$ cat src/mkls_pkg.sv
package mkls_pkg;

  localparam int unsigned MAX_KEYWORDS  = 4;
  localparam int unsigned KEYWORD_BYTES = 8;
  localparam int unsigned LINE_LIMIT    = 98;
  localparam int unsigned WORD_REGS     = 4;

  localparam int unsigned NUM_KW     = (MAX_KEYWORDS < WORD_REGS) ? MAX_KEYWORDS : WORD_REGS;
  localparam int unsigned WINDOW_W   = 8 * KEYWORD_BYTES;
  localparam int unsigned RECENT_W   = 8 * (KEYWORD_BYTES - 1);
  localparam int unsigned FILL_W     = $clog2(LINE_LIMIT + 1);
  localparam int unsigned LEN_W      = 4;
  localparam int unsigned COUNT_W    = 3;
  localparam int unsigned LENGTHS_W  = 16;
  localparam int unsigned WORD_W     = 64;
  localparam int unsigned CFG_ADDR_W = 3;
  localparam int unsigned CFG_DATA_W = 64;

  localparam logic [7:0] NEWLINE_BYTE = 8'h0A;

  typedef enum logic {
    FUNC_DATA = 1'b0,
    FUNC_EOF  = 1'b1
  } func_e;

  typedef enum logic [CFG_ADDR_W-1:0] {
    REG_SEARCH_MODE     = 3'd0,
    REG_PATTERN_COUNT   = 3'd1,
    REG_PATTERN_LENGTHS = 3'd2,
    REG_PATTERN_WORD_0  = 3'd3,
    REG_PATTERN_WORD_1  = 3'd4,
    REG_PATTERN_WORD_2  = 3'd5,
    REG_PATTERN_WORD_3  = 3'd6
  } reg_index_e;

  typedef struct packed {
    logic                               search_mode;
    logic [COUNT_W-1:0]                 pattern_count;
    logic [LENGTHS_W-1:0]               pattern_lengths;
    logic [WORD_REGS-1:0][WORD_W-1:0]   pattern_words;
  } cfg_t;

  // Keyword length, saturated to the keyword buffer size.
  function automatic logic [LEN_W-1:0] keyword_len(input logic [LENGTHS_W-1:0] lengths,
                                                   input int unsigned k);
    logic [LEN_W-1:0] len;
    len = lengths[LEN_W*k +: LEN_W];
    if (len > LEN_W'(KEYWORD_BYTES)) begin
      len = LEN_W'(KEYWORD_BYTES);
    end
    return len;
  endfunction

  // One bit for each keyword in use; the count saturates to the keyword slots.
  function automatic logic [NUM_KW-1:0] active_mask(input logic [COUNT_W-1:0] count);
    logic [NUM_KW-1:0] mask;
    for (int unsigned k = 0; k < NUM_KW; k++) begin
      mask[k] = (32'(count) > k);
    end
    return mask;
  endfunction

endpackage

$ cat src/mkls_intf.sv
interface mkls_in_if;
  import mkls_pkg::*;
  logic       valid;
  logic       ready;
  logic       func;
  logic [7:0] data_byte;
  modport source (output valid, output func, output data_byte, input ready);
  modport sink   (input valid, input func, input data_byte, output ready);
endinterface

interface mkls_out_if;
  logic valid;
  logic ready;
  logic file_matched;
  modport source (output valid, output file_matched, input ready);
  modport sink   (input valid, input file_matched, output ready);
endinterface

interface mkls_cfg_if;
  import mkls_pkg::*;
  logic                  valid;
  logic                  ready;
  logic [CFG_ADDR_W-1:0] index;
  logic [CFG_DATA_W-1:0] data;
  modport source (output valid, output index, output data, input ready);
  modport sink   (input valid, input index, input data, output ready);
endinterface

$ cat src/mkls_cfg_regs.sv
module mkls_cfg_regs (
  input  logic            clk_i,
  input  logic            rst_ni,
  mkls_cfg_if.sink        cfg_i,
  output mkls_pkg::cfg_t  cfg_o
);
  import mkls_pkg::*;

  cfg_t cfg_q;

  assign cfg_i.ready = 1'b1;
  assign cfg_o       = cfg_q;

  always_ff @(posedge clk_i or negedge rst_ni) begin
    if (!rst_ni) begin
      cfg_q <= '0;
    end else if (cfg_i.valid && cfg_i.ready) begin
      case (cfg_i.index)
        REG_SEARCH_MODE:     cfg_q.search_mode     <= cfg_i.data[0];
        REG_PATTERN_COUNT:   cfg_q.pattern_count   <= cfg_i.data[COUNT_W-1:0];
        REG_PATTERN_LENGTHS: cfg_q.pattern_lengths <= cfg_i.data[LENGTHS_W-1:0];
        REG_PATTERN_WORD_0:  cfg_q.pattern_words[0] <= cfg_i.data[WORD_W-1:0];
        REG_PATTERN_WORD_1:  cfg_q.pattern_words[1] <= cfg_i.data[WORD_W-1:0];
        REG_PATTERN_WORD_2:  cfg_q.pattern_words[2] <= cfg_i.data[WORD_W-1:0];
        REG_PATTERN_WORD_3:  cfg_q.pattern_words[3] <= cfg_i.data[WORD_W-1:0];
        default: ;
      endcase
    end
  end

endmodule

$ cat src/mkls_matcher.sv
module mkls_matcher (
  input  mkls_pkg::cfg_t                        cfg_i,
  input  logic [mkls_pkg::WINDOW_W-1:0]         window_i,
  input  logic [mkls_pkg::FILL_W-1:0]           fill_i,
  output logic [mkls_pkg::NUM_KW-1:0]           byte_hits_o,
  output logic [mkls_pkg::NUM_KW-1:0]           empty_kw_o
);
  import mkls_pkg::*;

  logic [NUM_KW-1:0][KEYWORD_BYTES:1] match_by_len;
  logic [NUM_KW-1:0][LEN_W-1:0]       len;
  logic [NUM_KW-1:0]                  active;

  assign active = active_mask(cfg_i.pattern_count);

  // The newest byte sits in the low byte of the window, so the keyword's first
  // byte is compared against the oldest byte of a window of its own length.
  always_comb begin
    for (int unsigned k = 0; k < NUM_KW; k++) begin
      len[k] = keyword_len(cfg_i.pattern_lengths, k);
      for (int unsigned l = 1; l <= KEYWORD_BYTES; l++) begin
        match_by_len[k][l] = 1'b1;
        for (int unsigned i = 0; i < KEYWORD_BYTES; i++) begin
          if (i < l) begin
            if (window_i[8*(l-1-i) +: 8] != cfg_i.pattern_words[k][8*i +: 8]) begin
              match_by_len[k][l] = 1'b0;
            end
          end
        end
      end
    end
  end

  always_comb begin
    for (int unsigned k = 0; k < NUM_KW; k++) begin
      empty_kw_o[k]  = active[k] && (len[k] == '0);
      byte_hits_o[k] = empty_kw_o[k];
      for (int unsigned l = 1; l <= KEYWORD_BYTES; l++) begin
        if (active[k] && (len[k] == LEN_W'(l)) && (FILL_W'(l) <= fill_i)
            && match_by_len[k][l]) begin
          byte_hits_o[k] = 1'b1;
        end
      end
    end
  end

endmodule

$ cat src/multi_keyword_line_search.sv
// Searches one file, sent as a stream of bytes and closed by an end-of-file
// item, for up to four keywords of up to eight bytes. One item is taken every
// clock cycle unless an end-of-file item waits for the output register. All
// keywords are compared combinationally against the newest bytes of the line
// between the input register and the search state, so the sustained rate is
// one byte per cycle. The file_matched result of an end-of-file item is loaded
// into the output register as the item leaves the input register. Data bytes
// keep flowing while a result waits in the output register, but a further
// end-of-file item waits until it leaves. Registers are to be written only
// while no file is in progress; there is no clearing pass after reset.
module multi_keyword_line_search (
  input  logic        clk_i,
  input  logic        rst_ni,
  mkls_cfg_if.sink    cfg_i,
  mkls_in_if.sink     in_i,
  mkls_out_if.source  out_o
);
  import mkls_pkg::*;

  cfg_t cfg;

  // Input register.
  logic       in_valid_q;
  logic       in_func_q;
  logic [7:0] in_byte_q;

  // Search state.
  logic [RECENT_W-1:0] recent_q, recent_d;
  logic [FILL_W-1:0]   fill_q, fill_d;
  logic [NUM_KW-1:0]   line_hits_q, line_hits_d;
  logic [NUM_KW-1:0]   found_q, found_d;
  logic                stopped_q, stopped_d;
  logic                match_q, match_d;

  // Result register.
  logic out_valid_q;
  logic out_matched_q;

  logic                out_free;
  logic                advance;
  logic [WINDOW_W-1:0] window;
  logic [FILL_W-1:0]   fill_next;
  logic [NUM_KW-1:0]   byte_hits;
  logic [NUM_KW-1:0]   empty_kw;
  logic [NUM_KW-1:0]   active;
  logic                finish;
  logic [NUM_KW-1:0]   finish_hits;
  logic [NUM_KW-1:0]   found_all;
  logic                line_hit;

  mkls_cfg_regs u_cfg_regs (
    .clk_i  (clk_i),
    .rst_ni (rst_ni),
    .cfg_i  (cfg_i),
    .cfg_o  (cfg)
  );

  assign window    = {recent_q, in_byte_q};
  assign fill_next = fill_q + FILL_W'(1);
  assign active    = active_mask(cfg.pattern_count);

  mkls_matcher u_matcher (
    .cfg_i       (cfg),
    .window_i    (window),
    .fill_i      (fill_next),
    .byte_hits_o (byte_hits),
    .empty_kw_o  (empty_kw)
  );

  assign out_free    = !out_valid_q || out_o.ready;
  assign advance     = in_valid_q && ((in_func_q == FUNC_DATA) || out_free);
  assign in_i.ready  = !in_valid_q || advance;
  assign out_o.valid = out_valid_q;
  assign out_o.file_matched = out_matched_q;

  always_comb begin
    recent_d    = recent_q;
    fill_d      = fill_q;
    line_hits_d = line_hits_q;
    found_d     = found_q;
    stopped_d   = stopped_q;
    match_d     = match_q;
    finish      = 1'b0;
    finish_hits = line_hits_q;

    if (in_func_q == FUNC_EOF) begin
      recent_d    = '0;
      fill_d      = '0;
      line_hits_d = '0;
      found_d     = '0;
      stopped_d   = 1'b0;
      match_d     = 1'b0;
    end else if (!stopped_q) begin
      if (in_byte_q == NEWLINE_BYTE) begin
        if (fill_q == '0) begin
          stopped_d = 1'b1;
        end else begin
          finish = 1'b1;
        end
      end else begin
        recent_d    = window[RECENT_W-1:0];
        fill_d      = fill_next;
        line_hits_d = line_hits_q | byte_hits;
        finish_hits = line_hits_d;
        // A line that reaches the limit is evaluated on its last byte.
        if (fill_next >= FILL_W'(LINE_LIMIT)) begin
          finish = 1'b1;
        end
      end
    end

    found_all = found_q | ((finish_hits | empty_kw) & active);
    if (cfg.search_mode) begin
      line_hit = |((finish_hits | empty_kw) & active);
    end else begin
      line_hit = ((found_all & active) == active);
    end

    if (finish) begin
      if (!cfg.search_mode) begin
        found_d = found_all;
      end
      if (line_hit) begin
        match_d   = 1'b1;
        stopped_d = 1'b1;
      end
      recent_d    = '0;
      fill_d      = '0;
      line_hits_d = '0;
    end
  end

  always_ff @(posedge clk_i or negedge rst_ni) begin
    if (!rst_ni) begin
      in_valid_q <= 1'b0;
    end else if (in_i.ready) begin
      in_valid_q <= in_i.valid;
    end
  end

  always_ff @(posedge clk_i) begin
    if (in_i.valid && in_i.ready) begin
      in_func_q <= in_i.func;
      in_byte_q <= in_i.data_byte;
    end
  end

  always_ff @(posedge clk_i or negedge rst_ni) begin
    if (!rst_ni) begin
      recent_q    <= '0;
      fill_q      <= '0;
      line_hits_q <= '0;
      found_q     <= '0;
      stopped_q   <= 1'b0;
      match_q     <= 1'b0;
    end else if (advance) begin
      recent_q    <= recent_d;
      fill_q      <= fill_d;
      line_hits_q <= line_hits_d;
      found_q     <= found_d;
      stopped_q   <= stopped_d;
      match_q     <= match_d;
    end
  end

  always_ff @(posedge clk_i or negedge rst_ni) begin
    if (!rst_ni) begin
      out_valid_q <= 1'b0;
    end else if (advance && (in_func_q == FUNC_EOF)) begin
      out_valid_q <= 1'b1;
    end else if (out_o.ready) begin
      out_valid_q <= 1'b0;
    end
  end

  always_ff @(posedge clk_i) begin
    if (advance && (in_func_q == FUNC_EOF)) begin
      out_matched_q <= match_q;
    end
  end

  // Once stopped, the line has been cleared and stays empty until end of file.
  assert property (@(posedge clk_i) disable iff (!rst_ni)
    stopped_q |-> (fill_q == '0))
    else $error("search stopped with a partial line");

  // A match always stops the search.
  assert property (@(posedge clk_i) disable iff (!rst_ni)
    match_q |-> stopped_q)
    else $error("match recorded without stopping the search");

  // The line never holds the limit or more bytes between items.
  assert property (@(posedge clk_i) disable iff (!rst_ni)
    fill_q < FILL_W'(LINE_LIMIT))
    else $error("line fill reached the limit");

  // An end-of-file item leaving the input register always produces a result.
  assert property (@(posedge clk_i) disable iff (!rst_ni)
    (advance && (in_func_q == FUNC_EOF)) |=> out_valid_q)
    else $error("end of file gave no result");

endmodule
$ cat src/flat_wrapper.sv
// flat-port wrapper written by rule: the top's interface ports become plain ports
module multi_keyword_line_search_flat import mkls_pkg::*;
  (clk_i, rst_ni, cfg_i_valid, cfg_i_index, cfg_i_data, cfg_i_ready, in_i_valid, in_i_func, in_i_data_byte, in_i_ready, out_o_valid, out_o_file_matched, out_o_ready);
  mkls_cfg_if cfg_i_i ();
  mkls_in_if in_i_i ();
  mkls_out_if out_o_i ();
  input  logic clk_i;
  input  logic rst_ni;
  input wire logic [$bits(cfg_i_i.valid)-1:0] cfg_i_valid;
  input wire logic [$bits(cfg_i_i.index)-1:0] cfg_i_index;
  input wire logic [$bits(cfg_i_i.data)-1:0] cfg_i_data;
  output wire logic [$bits(cfg_i_i.ready)-1:0] cfg_i_ready;
  input wire logic [$bits(in_i_i.valid)-1:0] in_i_valid;
  input wire logic [$bits(in_i_i.func)-1:0] in_i_func;
  input wire logic [$bits(in_i_i.data_byte)-1:0] in_i_data_byte;
  output wire logic [$bits(in_i_i.ready)-1:0] in_i_ready;
  output wire logic [$bits(out_o_i.valid)-1:0] out_o_valid;
  output wire logic [$bits(out_o_i.file_matched)-1:0] out_o_file_matched;
  input wire logic [$bits(out_o_i.ready)-1:0] out_o_ready;
  assign cfg_i_i.valid = cfg_i_valid;
  assign cfg_i_i.index = cfg_i_index;
  assign cfg_i_i.data = cfg_i_data;
  assign cfg_i_ready = cfg_i_i.ready;
  assign in_i_i.valid = in_i_valid;
  assign in_i_i.func = in_i_func;
  assign in_i_i.data_byte = in_i_data_byte;
  assign in_i_ready = in_i_i.ready;
  assign out_o_valid = out_o_i.valid;
  assign out_o_file_matched = out_o_i.file_matched;
  assign out_o_i.ready = out_o_ready;
  multi_keyword_line_search u_core (.clk_i(clk_i), .rst_ni(rst_ni), .cfg_i(cfg_i_i), .in_i(in_i_i), .out_o(out_o_i));
endmodule
$ cat config.mk
export PLATFORM = sky130hd
export DESIGN_NAME = multi_keyword_line_search_flat
export DESIGN_NICKNAME = d
export VERILOG_FILES = /design/src/mkls_pkg.sv /design/src/mkls_intf.sv /design/src/mkls_cfg_regs.sv /design/src/mkls_matcher.sv /design/src/multi_keyword_line_search.sv /design/src/flat_wrapper.sv
export SDC_FILE = /design/constraint.sdc
export NUM_CORES = 1
export LEC_CHECK = 0
export CAP_MARGIN = 20
export CELL_PAD_IN_SITES_DETAIL_PLACEMENT = 0
export CELL_PAD_IN_SITES_GLOBAL_PLACEMENT = 1
export CORE_ASPECT_RATIO = 1.1
export CORE_MARGIN = 8
export CORE_UTILIZATION = 47
export CTS_CLUSTER_DIAMETER = 40
export CTS_CLUSTER_SIZE = 30
export DETAILED_ROUTE_END_ITERATION = 7
export DONT_BUFFER_PORTS = 1
export PLACE_DENSITY_LB_ADDON = 0.1
export SYNTH_ARGS = -nofsm -noshare
export SYNTH_HDL_FRONTEND = slang
export SYNTH_SLANG_ARGS = --single-unit
$ cat constraint.sdc
create_clock -name clk_i -period 4.25 [get_ports clk_i]
set_clock_uncertainty 0.2 [all_clocks]
set_input_delay 0.425 -clock clk_i [delete_from_list [all_inputs] [get_ports clk_i]]
set_output_delay 0.425 -clock clk_i [all_outputs]
set_load 0.05 [all_outputs]
### Yosys cells after proc, flatten, opt, wreduce, memory -nomap -nowiden

Index checks and enable logic that the tools add are counted.

* add/sub/neg operators: 1
* multipliers: 0
* div/mod/pow operators: 0
* magnitude comparators: 17
* eq/ne operators: 186
* shift operators: 0
* multiplexer cells: 213
* bitwise operators: 6
* reductions and logical operators: 124

Operators with widths (number)
* $ne 8x8->1: 144
* $mux 56: 4
* $mux 1: 193
* $logic_and 1x1->1: 103
* $eq 4x3->1 const B: 16
* $mux 4: 12
* $eq 4x2->1 const B: 8
* $le 3x7->1 const A: 4
* $mux 7: 4
* $eq 4x1->1 const B: 4
* $eq 4x4->1 const B: 4
* $gt 4x4->1 const B: 4
* $logic_not 4->1: 4
* $le 2x7->1 const A: 2
* $reduce_and 2->1: 7
* $or 4x4->4: 3
* $eq 3x3->1 const B: 3
* $and 4x4->4: 2
* $eq 8x4->1 const B: 1
* $add 7x1->7 const B: 1
* $ge 7x7->1 const B: 1
* $le 1x7->1 const A: 1
* $le 4x7->1 const A: 1
* $logic_not 7->1: 1
* 14 further kinds: 20

* flip-flop bits (word level): 361
* bits in latches: 0
* bits in writable memories: 0
* memory bits (read-only): 0
* input bits: 81
* output and inout bits: 4
* word-level logic and storage cells: 565
* memories: 0

### Longest topological paths before layout

* word-level depth: 26
* gate-level depth with buffers: 14

### Cells and area by module

From an unflattened synthesis, not the netlist that was laid out.

* cells, all modules: 2827
* area total of the unflattened synthesis: 28566.1 µm²

Modules (own cells, without submodules)
* mkls_matcher: instances 1, cells an instance 1962, area an instance 14410.1 µm², sequential area each 0.0 µm²
* mkls_cfg_regs: instances 1, cells an instance 591, area an instance 10665.2 µm², sequential area each 6906.6 µm²
* multi_keyword_line_search: instances 1, cells an instance 274, area an instance 3490.8 µm², sequential area each 2177.1 µm²

### Worst setup path after synthesis

OpenSTA, ideal clock, no wires.

* path kind: flip-flop to flip-flop
* start point: reg u_core.fill_q[0]
* end point: reg u_core.match_q
* library setup time: 0.069 ns
* arrival: 2.882 ns
* data required time: 3.981 ns
* setup slack: 1.099 ns
* cell stages (with the launch flop): 13
* buffers on the path: 1
* clock period less this slack: 3.151 ns
* path through: dfrtp_1 ha_1 buf_2 nand2b_1 o32ai_1 a32oi_1 nand2_1 or4b_2 nand3_1 o21ai_1 o21a_1 a2111o_1 nand3_1

* word-level cells in the longest chain between the ends: 24
* elaborated cells on any way between the ends: 125

Ends and longest elaborated chain
* start: declaration: RTL line multi_keyword_line_search.sv:29 `logic [FILL_W-1:0] fill_q, fill_d;`
* start signal: assignment: RTL line multi_keyword_line_search.sv:158 `fill_q <= fill_d;`
* $add 7x1->7: RTL line multi_keyword_line_search.sv:59 `assign fill_next = fill_q + FILL_W'(1);`
* $le 1x7->1: RTL line mkls_matcher.sv:39 `if (active[k] && (len[k] == LEN_W'(l)) && (FILL_W'(l) <= fill_i)`
* $logic_and 1x1->1: RTL line mkls_matcher.sv:39
* $logic_and 1x1->1: RTL line mkls_matcher.sv:40 `&& match_by_len[k][l]) begin`
* $mux 1 (8 in series): RTL line mkls_matcher.sv:39
* $or 4x4->4: RTL line multi_keyword_line_search.sv:103 `line_hits_d = line_hits_q | byte_hits;`
* $mux 4: RTL line multi_keyword_line_search.sv:94 `if (in_byte_q == NEWLINE_BYTE) begin`
* $mux 4: RTL line multi_keyword_line_search.sv:93 `end else if (!stopped_q) begin`
* $mux 4: RTL line multi_keyword_line_search.sv:86 `if (in_func_q == FUNC_EOF) begin`
* $or 4x4->4: RTL line multi_keyword_line_search.sv:112, multi_keyword_line_search.sv:114
* $and 4x4->4: RTL line multi_keyword_line_search.sv:112, multi_keyword_line_search.sv:114
* $or 4x4->4: RTL line multi_keyword_line_search.sv:112 `found_all = found_q | ((finish_hits | empty_kw) & active);`
* $and 4x4->4: RTL line multi_keyword_line_search.sv:116 `line_hit = ((found_all & active) == active);`
* $eq 4x4->1: RTL line multi_keyword_line_search.sv:116
* $mux 1: RTL line multi_keyword_line_search.sv:113 `if (cfg.search_mode) begin`
* $mux 1: RTL line multi_keyword_line_search.sv:123 `if (line_hit) begin`
* $mux 1 *: RTL line multi_keyword_line_search.sv:119 `if (finish) begin`
* end signal: assignment: RTL line multi_keyword_line_search.sv:162 `match_q <= match_d;`
* end: declaration: RTL line multi_keyword_line_search.sv:33 `logic match_q, match_d;`

Mark *: on every way between the ends. The rest lies on a longest branch, timed or not.
A chain may end at the register's enable or synchronous reset.

### Final worst setup path

* start point: reg u_core.recent_q[31]
* end point: reg u_core.found_q[3]

* word-level cells in the longest chain between the ends: 20
* elaborated cells on any way between the ends: 41

Ends and longest elaborated chain
* start: declaration: RTL line multi_keyword_line_search.sv:28 `logic [RECENT_W-1:0] recent_q, recent_d;`
* start signal: assignment: RTL line multi_keyword_line_search.sv:157 `recent_q <= recent_d;`
* $ne 8x8->1: RTL line mkls_matcher.sv:25 `if (window_i[8*(l-1-i) +: 8] != cfg_i.pattern_words[k][8*i +: 8]) begin`
* $mux 1 (5 in series): RTL line mkls_matcher.sv:25
* $logic_and 1x1->1: RTL line mkls_matcher.sv:40
* $mux 1 (3 in series): RTL line mkls_matcher.sv:39
* $mux 1 *: RTL line mkls_matcher.sv:39
* $or 4x4->4 *: RTL line multi_keyword_line_search.sv:103
* $mux 4 *: RTL line multi_keyword_line_search.sv:94
* $mux 4 *: RTL line multi_keyword_line_search.sv:93
* $mux 4 *: RTL line multi_keyword_line_search.sv:86
* $or 4x4->4 *: RTL line multi_keyword_line_search.sv:112
* $and 4x4->4 *: RTL line multi_keyword_line_search.sv:112
* $or 4x4->4 *: RTL line multi_keyword_line_search.sv:112
* $mux 4 *: RTL line multi_keyword_line_search.sv:120 `if (!cfg.search_mode) begin`
* $mux 4 *: RTL line multi_keyword_line_search.sv:119
* end signal: assignment: RTL line multi_keyword_line_search.sv:160 `found_q <= found_d;`
* end: declaration: RTL line multi_keyword_line_search.sv:31 `logic [NUM_KW-1:0] found_q, found_d;`

Marked as above.

==> metrics.yaml <==
worst_hold_path:
  hp-class: "in2async"
setup_path:
  crit_buf_inv: 2
  reg2reg_depth: 12
  crit_cells: 12
  path_cells: "buf_4 -> buf_4 -> xor2_1 -> nor4_1 -> nand3_1 -> nor4_1 -> nor3_1 -> nand4_1 -> nand2_1 -> a21boi_1 -> a21oi_1 -> nor2_1"
  crit_type: "reg2reg"
  cp-start-kind: "flop"
  crit_slowest_cell: "dfrtp_1"
  endpoint_kind: "flop"
  critPathMaxStageDelay_ns: 0.83
  critPathTopFamily: "simple AND/OR/NAND/NOR gates"
  critPathRequiredTime_ns: 4.57
  r2r_setup_slack_ns: 0.23
  crit_fanout: 7
  crit_arrival_ns: 4.34
yosys:
  synthDistinctLibCells: 80
  ys_warn_count: 0
  synth-edff-count: 10
  syn_avg_cell_area_um2: 9.71
  synth_async_sr_flop_share_pct: 97.2
  synth-main-ff-cell: "dfrtp_1"
  synth_area_leader_cell: "dfrtp_1"
  ys_seq_elements: 361
  synth_top_area_share_pct: 30.8
  ys_seq_area_share_pct: 31.8
  syn-num-nets: 3025
  syn_inst: 2939
  syn_area_um2: 28500
  yosys-top-cells-area: "dfrtp_1, xor2_1, xnor2_1"
timing:
  hold_slack_ns: -0.673
  worst_slew_pin_slew_ns: 1.18
  finalCritPeriodShare_pct: 94.6
  setup_tns_ns: 0
  slew_violations: 0
  final-hold-violation-count: 351
  max_freq_mhz: 249
  setup_viol: 0
  max-slew-margin-rel_pct: 21.4
  fin_crit_ns: 4.02
  rsz0062_at_grt: "no"
routing:
  finalWirelength_um: 164000
  ant_nets: 0
  drc: 0
  num_vias: 26600
  first_iter_violations: 4320
  drtPass1Iterations: 5
  drt-wirelength-per-cell_um: 42.8
  vias_per_cell: 6.93
clock_network:
  cts.path.max_buffers: 3
  cts_made_buffers: 70
  cts_htree_levels: 3
  cts.sinks: 361
  insertion_delay_ns: 0.63
  clock-root-buffer: "clkbuf_16"
  ctsHoldBuffers: 81
  post_cts_resized: 0
  clk_pin_slew_ns: 0.06
  cts_tree: "done"
die:
  core_um2: 60000
  rows: 94
  num_io_pins: 85
  die_y_um: 274
  die_area_um2: 68900
  initial_core_util_pct: 47.6
  die_x_um: 251
grt:
  grt_overflow: 0
  grt_usage_pct: 46.7
  grt_pass1_wl_um: 222000
  grt_pass1_vias: 25900
  grt_max_degree: 352
  antenna_found_initial: 17
final_layout:
  multi_input_area_um2: 17700
  layout.nets: 3093
  design_area_um2: 33400
  num-fill-cells: 5170
  syn_to_final_growth_pct: 17.2
  seq_area_um2: 9100
  drive_above_1_share_pct: 22.7
placed_design:
  portBuffers: 0
  place_congestion: 1.06
  placed_cell_area_um2: 30200
  post-dp-hpwl_um: 120000
power:
  swShare_pct: 43.4
  power_frac_comb_pct: 33.6
  p_leak_nw: 14.6
  power.density_nw_per_um2: 535
  seq_power_share_pct: 34.6
  internal_power_w: 0.0101
  power.share.clock_pct: 31.8
  p_sw_w: 0.00776
  ir_worst_vdd_mv: 0.488
outcome:
  violations: "hold timing"
  status: "complete, but fails checks"
run:
  maxCapViolCount: 0
-- cell usage after synthesis, types with 3 or more instances --
library cell	n
nor4_1	198
nor3b_1	6
buf_1	72
edfxtp_1	10
buf_6	4
nand3b_1	3
a21oi_1	13
xnor2_1	391
a2111oi_0	6
or3_1	6
nand2b_1	15
nand4b_1	6
xor2_1	695
nor3_1	48
mux2_2	273
buf_2	126
o2111ai_1	6
nand3_1	36
nand4_1	139
a32oi_1	3
o22ai_1	23
dfrtp_1	351
nor2b_1	18
buf_4	13
a2111o_1	3
o21bai_1	3
and3_1	8
inv_1	56
o21ai_0	46
a22o_1	43
o2bb2ai_1	9
a21o_1	3
or4_1	9
a221oi_1	4
a31oi_1	3
o32ai_1	3
nand2_1	57
ha_1	5
nor2_1	33
clkbuf_2	7
clkbuf_1	133
o221ai_1	3
-- layout by cell type, fill, tap and decap left out, drive strengths merged, types with 4 or more instances in the layout --
cell | netlist | final
nand3 | 36 | 36
o2bb2ai | 9 | 9
ha | 5 | 5
a2111oi | 6 | 6
nor4 | 198 | 198
o2111ai | 6 | 6
diode | 0 | 4
nand2 | 59 | 59
clkbuf | 140 | 79
nor3b | 6 | 6
a221oi | 5 | 5
buf | 215 | 270
xnor2 | 391 | 391
nand4b | 6 | 6
nor2b | 18 | 18
inv | 57 | 81
or4 | 9 | 9
o21ai | 48 | 48
clkinvlp | 0 | 6
dlygate4sd3 | 0 | 81
dfrtp | 351 | 351
clkinv | 1 | 20
nor3 | 48 | 48
nor2 | 33 | 33
mux2 | 273 | 273
a22o | 43 | 43
edfxtp | 10 | 10
a21oi | 14 | 14
xor2 | 695 | 695
o22ai | 23 | 23
or3 | 6 | 6
nand4 | 139 | 139
and3 | 9 | 9
nand2b | 15 | 15
-- metrics by stage --
| stage | hold WS (ns) | worst slack (ns) | instances | total power [W] | util [%] |
|---|---|---|---|---|---|
| final | -0.673 | 0.228 | 3836 | 0.0179 | 55.8 |
| after global routing | -0.689 | 0.0676 | 3836 | 0.0182 | 55.8 |
| after CTS | -0.696 | 0.284 | 3832 | 0.0175 | 55.7 |
| after detailed placement | -0.0600 | 0.303 | 3622 | 0.0116 | 50.4 |
| after global placement | -0.0607 | 0.354 | 3622 | 0.0116 | 50.4 |
| after floorplan | -0.0706 | 1.10 | 2939 | 0.00896 | - |
-- state kept, by name, summed over array words and instances, names as in the netlist, 4 cells and up --
name / cells
u_core.found_q: 4
u_core.recent_q: 56
u_core.u_cfg_regs.cfg_o: 276
u_core.line_hits_q: 4
u_core.in_byte_q: 8
u_core.fill_q: 7
-- metal layers --
metal	track usage [%]	vias to the layer above	share of wire (%)
li1	-	10200	-
met1	60.1	13200	38
met2	64.6	2429	39
met3	15.9	695	14
met4	33.7	10	8.8
met5	0	-	0.043
-- path summary, 6_finish.rpt --
path | startpoint | to
worst max-delay path | u_core.recent_q[31] | u_core.found_q[3]
worst min-delay path | rst_ni | u_core.u_cfg_regs.cfg_o[201]
worst max register to register | u_core.recent_q[31] | u_core.found_q[3]
worst min register to register | u_core.match_q | u_core.out_o.file_matched
max in group asynchronous | rst_ni | u_core.u_cfg_regs.cfg_o[62]
min in group clk_i | cfg_i_index[0] | u_core.u_cfg_regs.cfg_o[274]
-- what timing repair did --
item	CTS	global route
endpoints found under the setup margin	0	0
buffers inserted	0	0
hold endpoints to repair	638	351
-- logic make-up (layout without fill, tap and decap cells) --
| group | Yosys count | after routing | share of synthesized area [%] |
|---|---|---|---|
| XOR/XNOR | 1086 | 1086 | 33.3 |
| AND/OR/NAND/NOR | 602 | 602 | 12.3 |
| buffers and inverters | 413 | 538 | 6.29 |
| flip-flops | 361 | 361 | 31.8 |
| multiplexers | 274 | 274 | 10.8 |
| AO/OA/AOI/OAI | 197 | 197 | 5.16 |
| adder cells (fa/ha/maj) | 5 | 5 | 0.219 |
| other | 1 | 5 | 0.0131 |
-- worst register-to-register path: stages (launching register included) --
cell and delay (ns):
dfrtp_1 0.83, buf_4 0.28, buf_4 0.20, xor2_1 0.09
nor4_1 0.47, nand3_1 0.39, nor4_1 0.50, nor3_1 0.10
nand4_1 0.22, nand2_1 0.10, a21boi_1 0.32, a21oi_1 0.11
nor2_1 0.13
-- layout make-up --
type	instances	share of cell area, %
inverter	58	0.651
clock inverter	50	1.65
tap	768	2.87
clock buffer	79	5.59
multi-input combinational	2165	52.9
timing repair buffer	351	9.12
antenna	4	0.0299
sequential	361	27.2
-- power groups by stage --
stage	registers [W]	clock network, W	logic (W)
global placement	0.00601	0	0.00556
floorplan	0.00443	0	0.00453
CTS	0.00596	0.00570	0.00580
detailed placement	0.00601	0	0.00560
global route	0.00607	0.00585	0.00625
finish	0.00619	0.00568	0.00602
No activity file was read; power rests on OpenSTA's default activity.
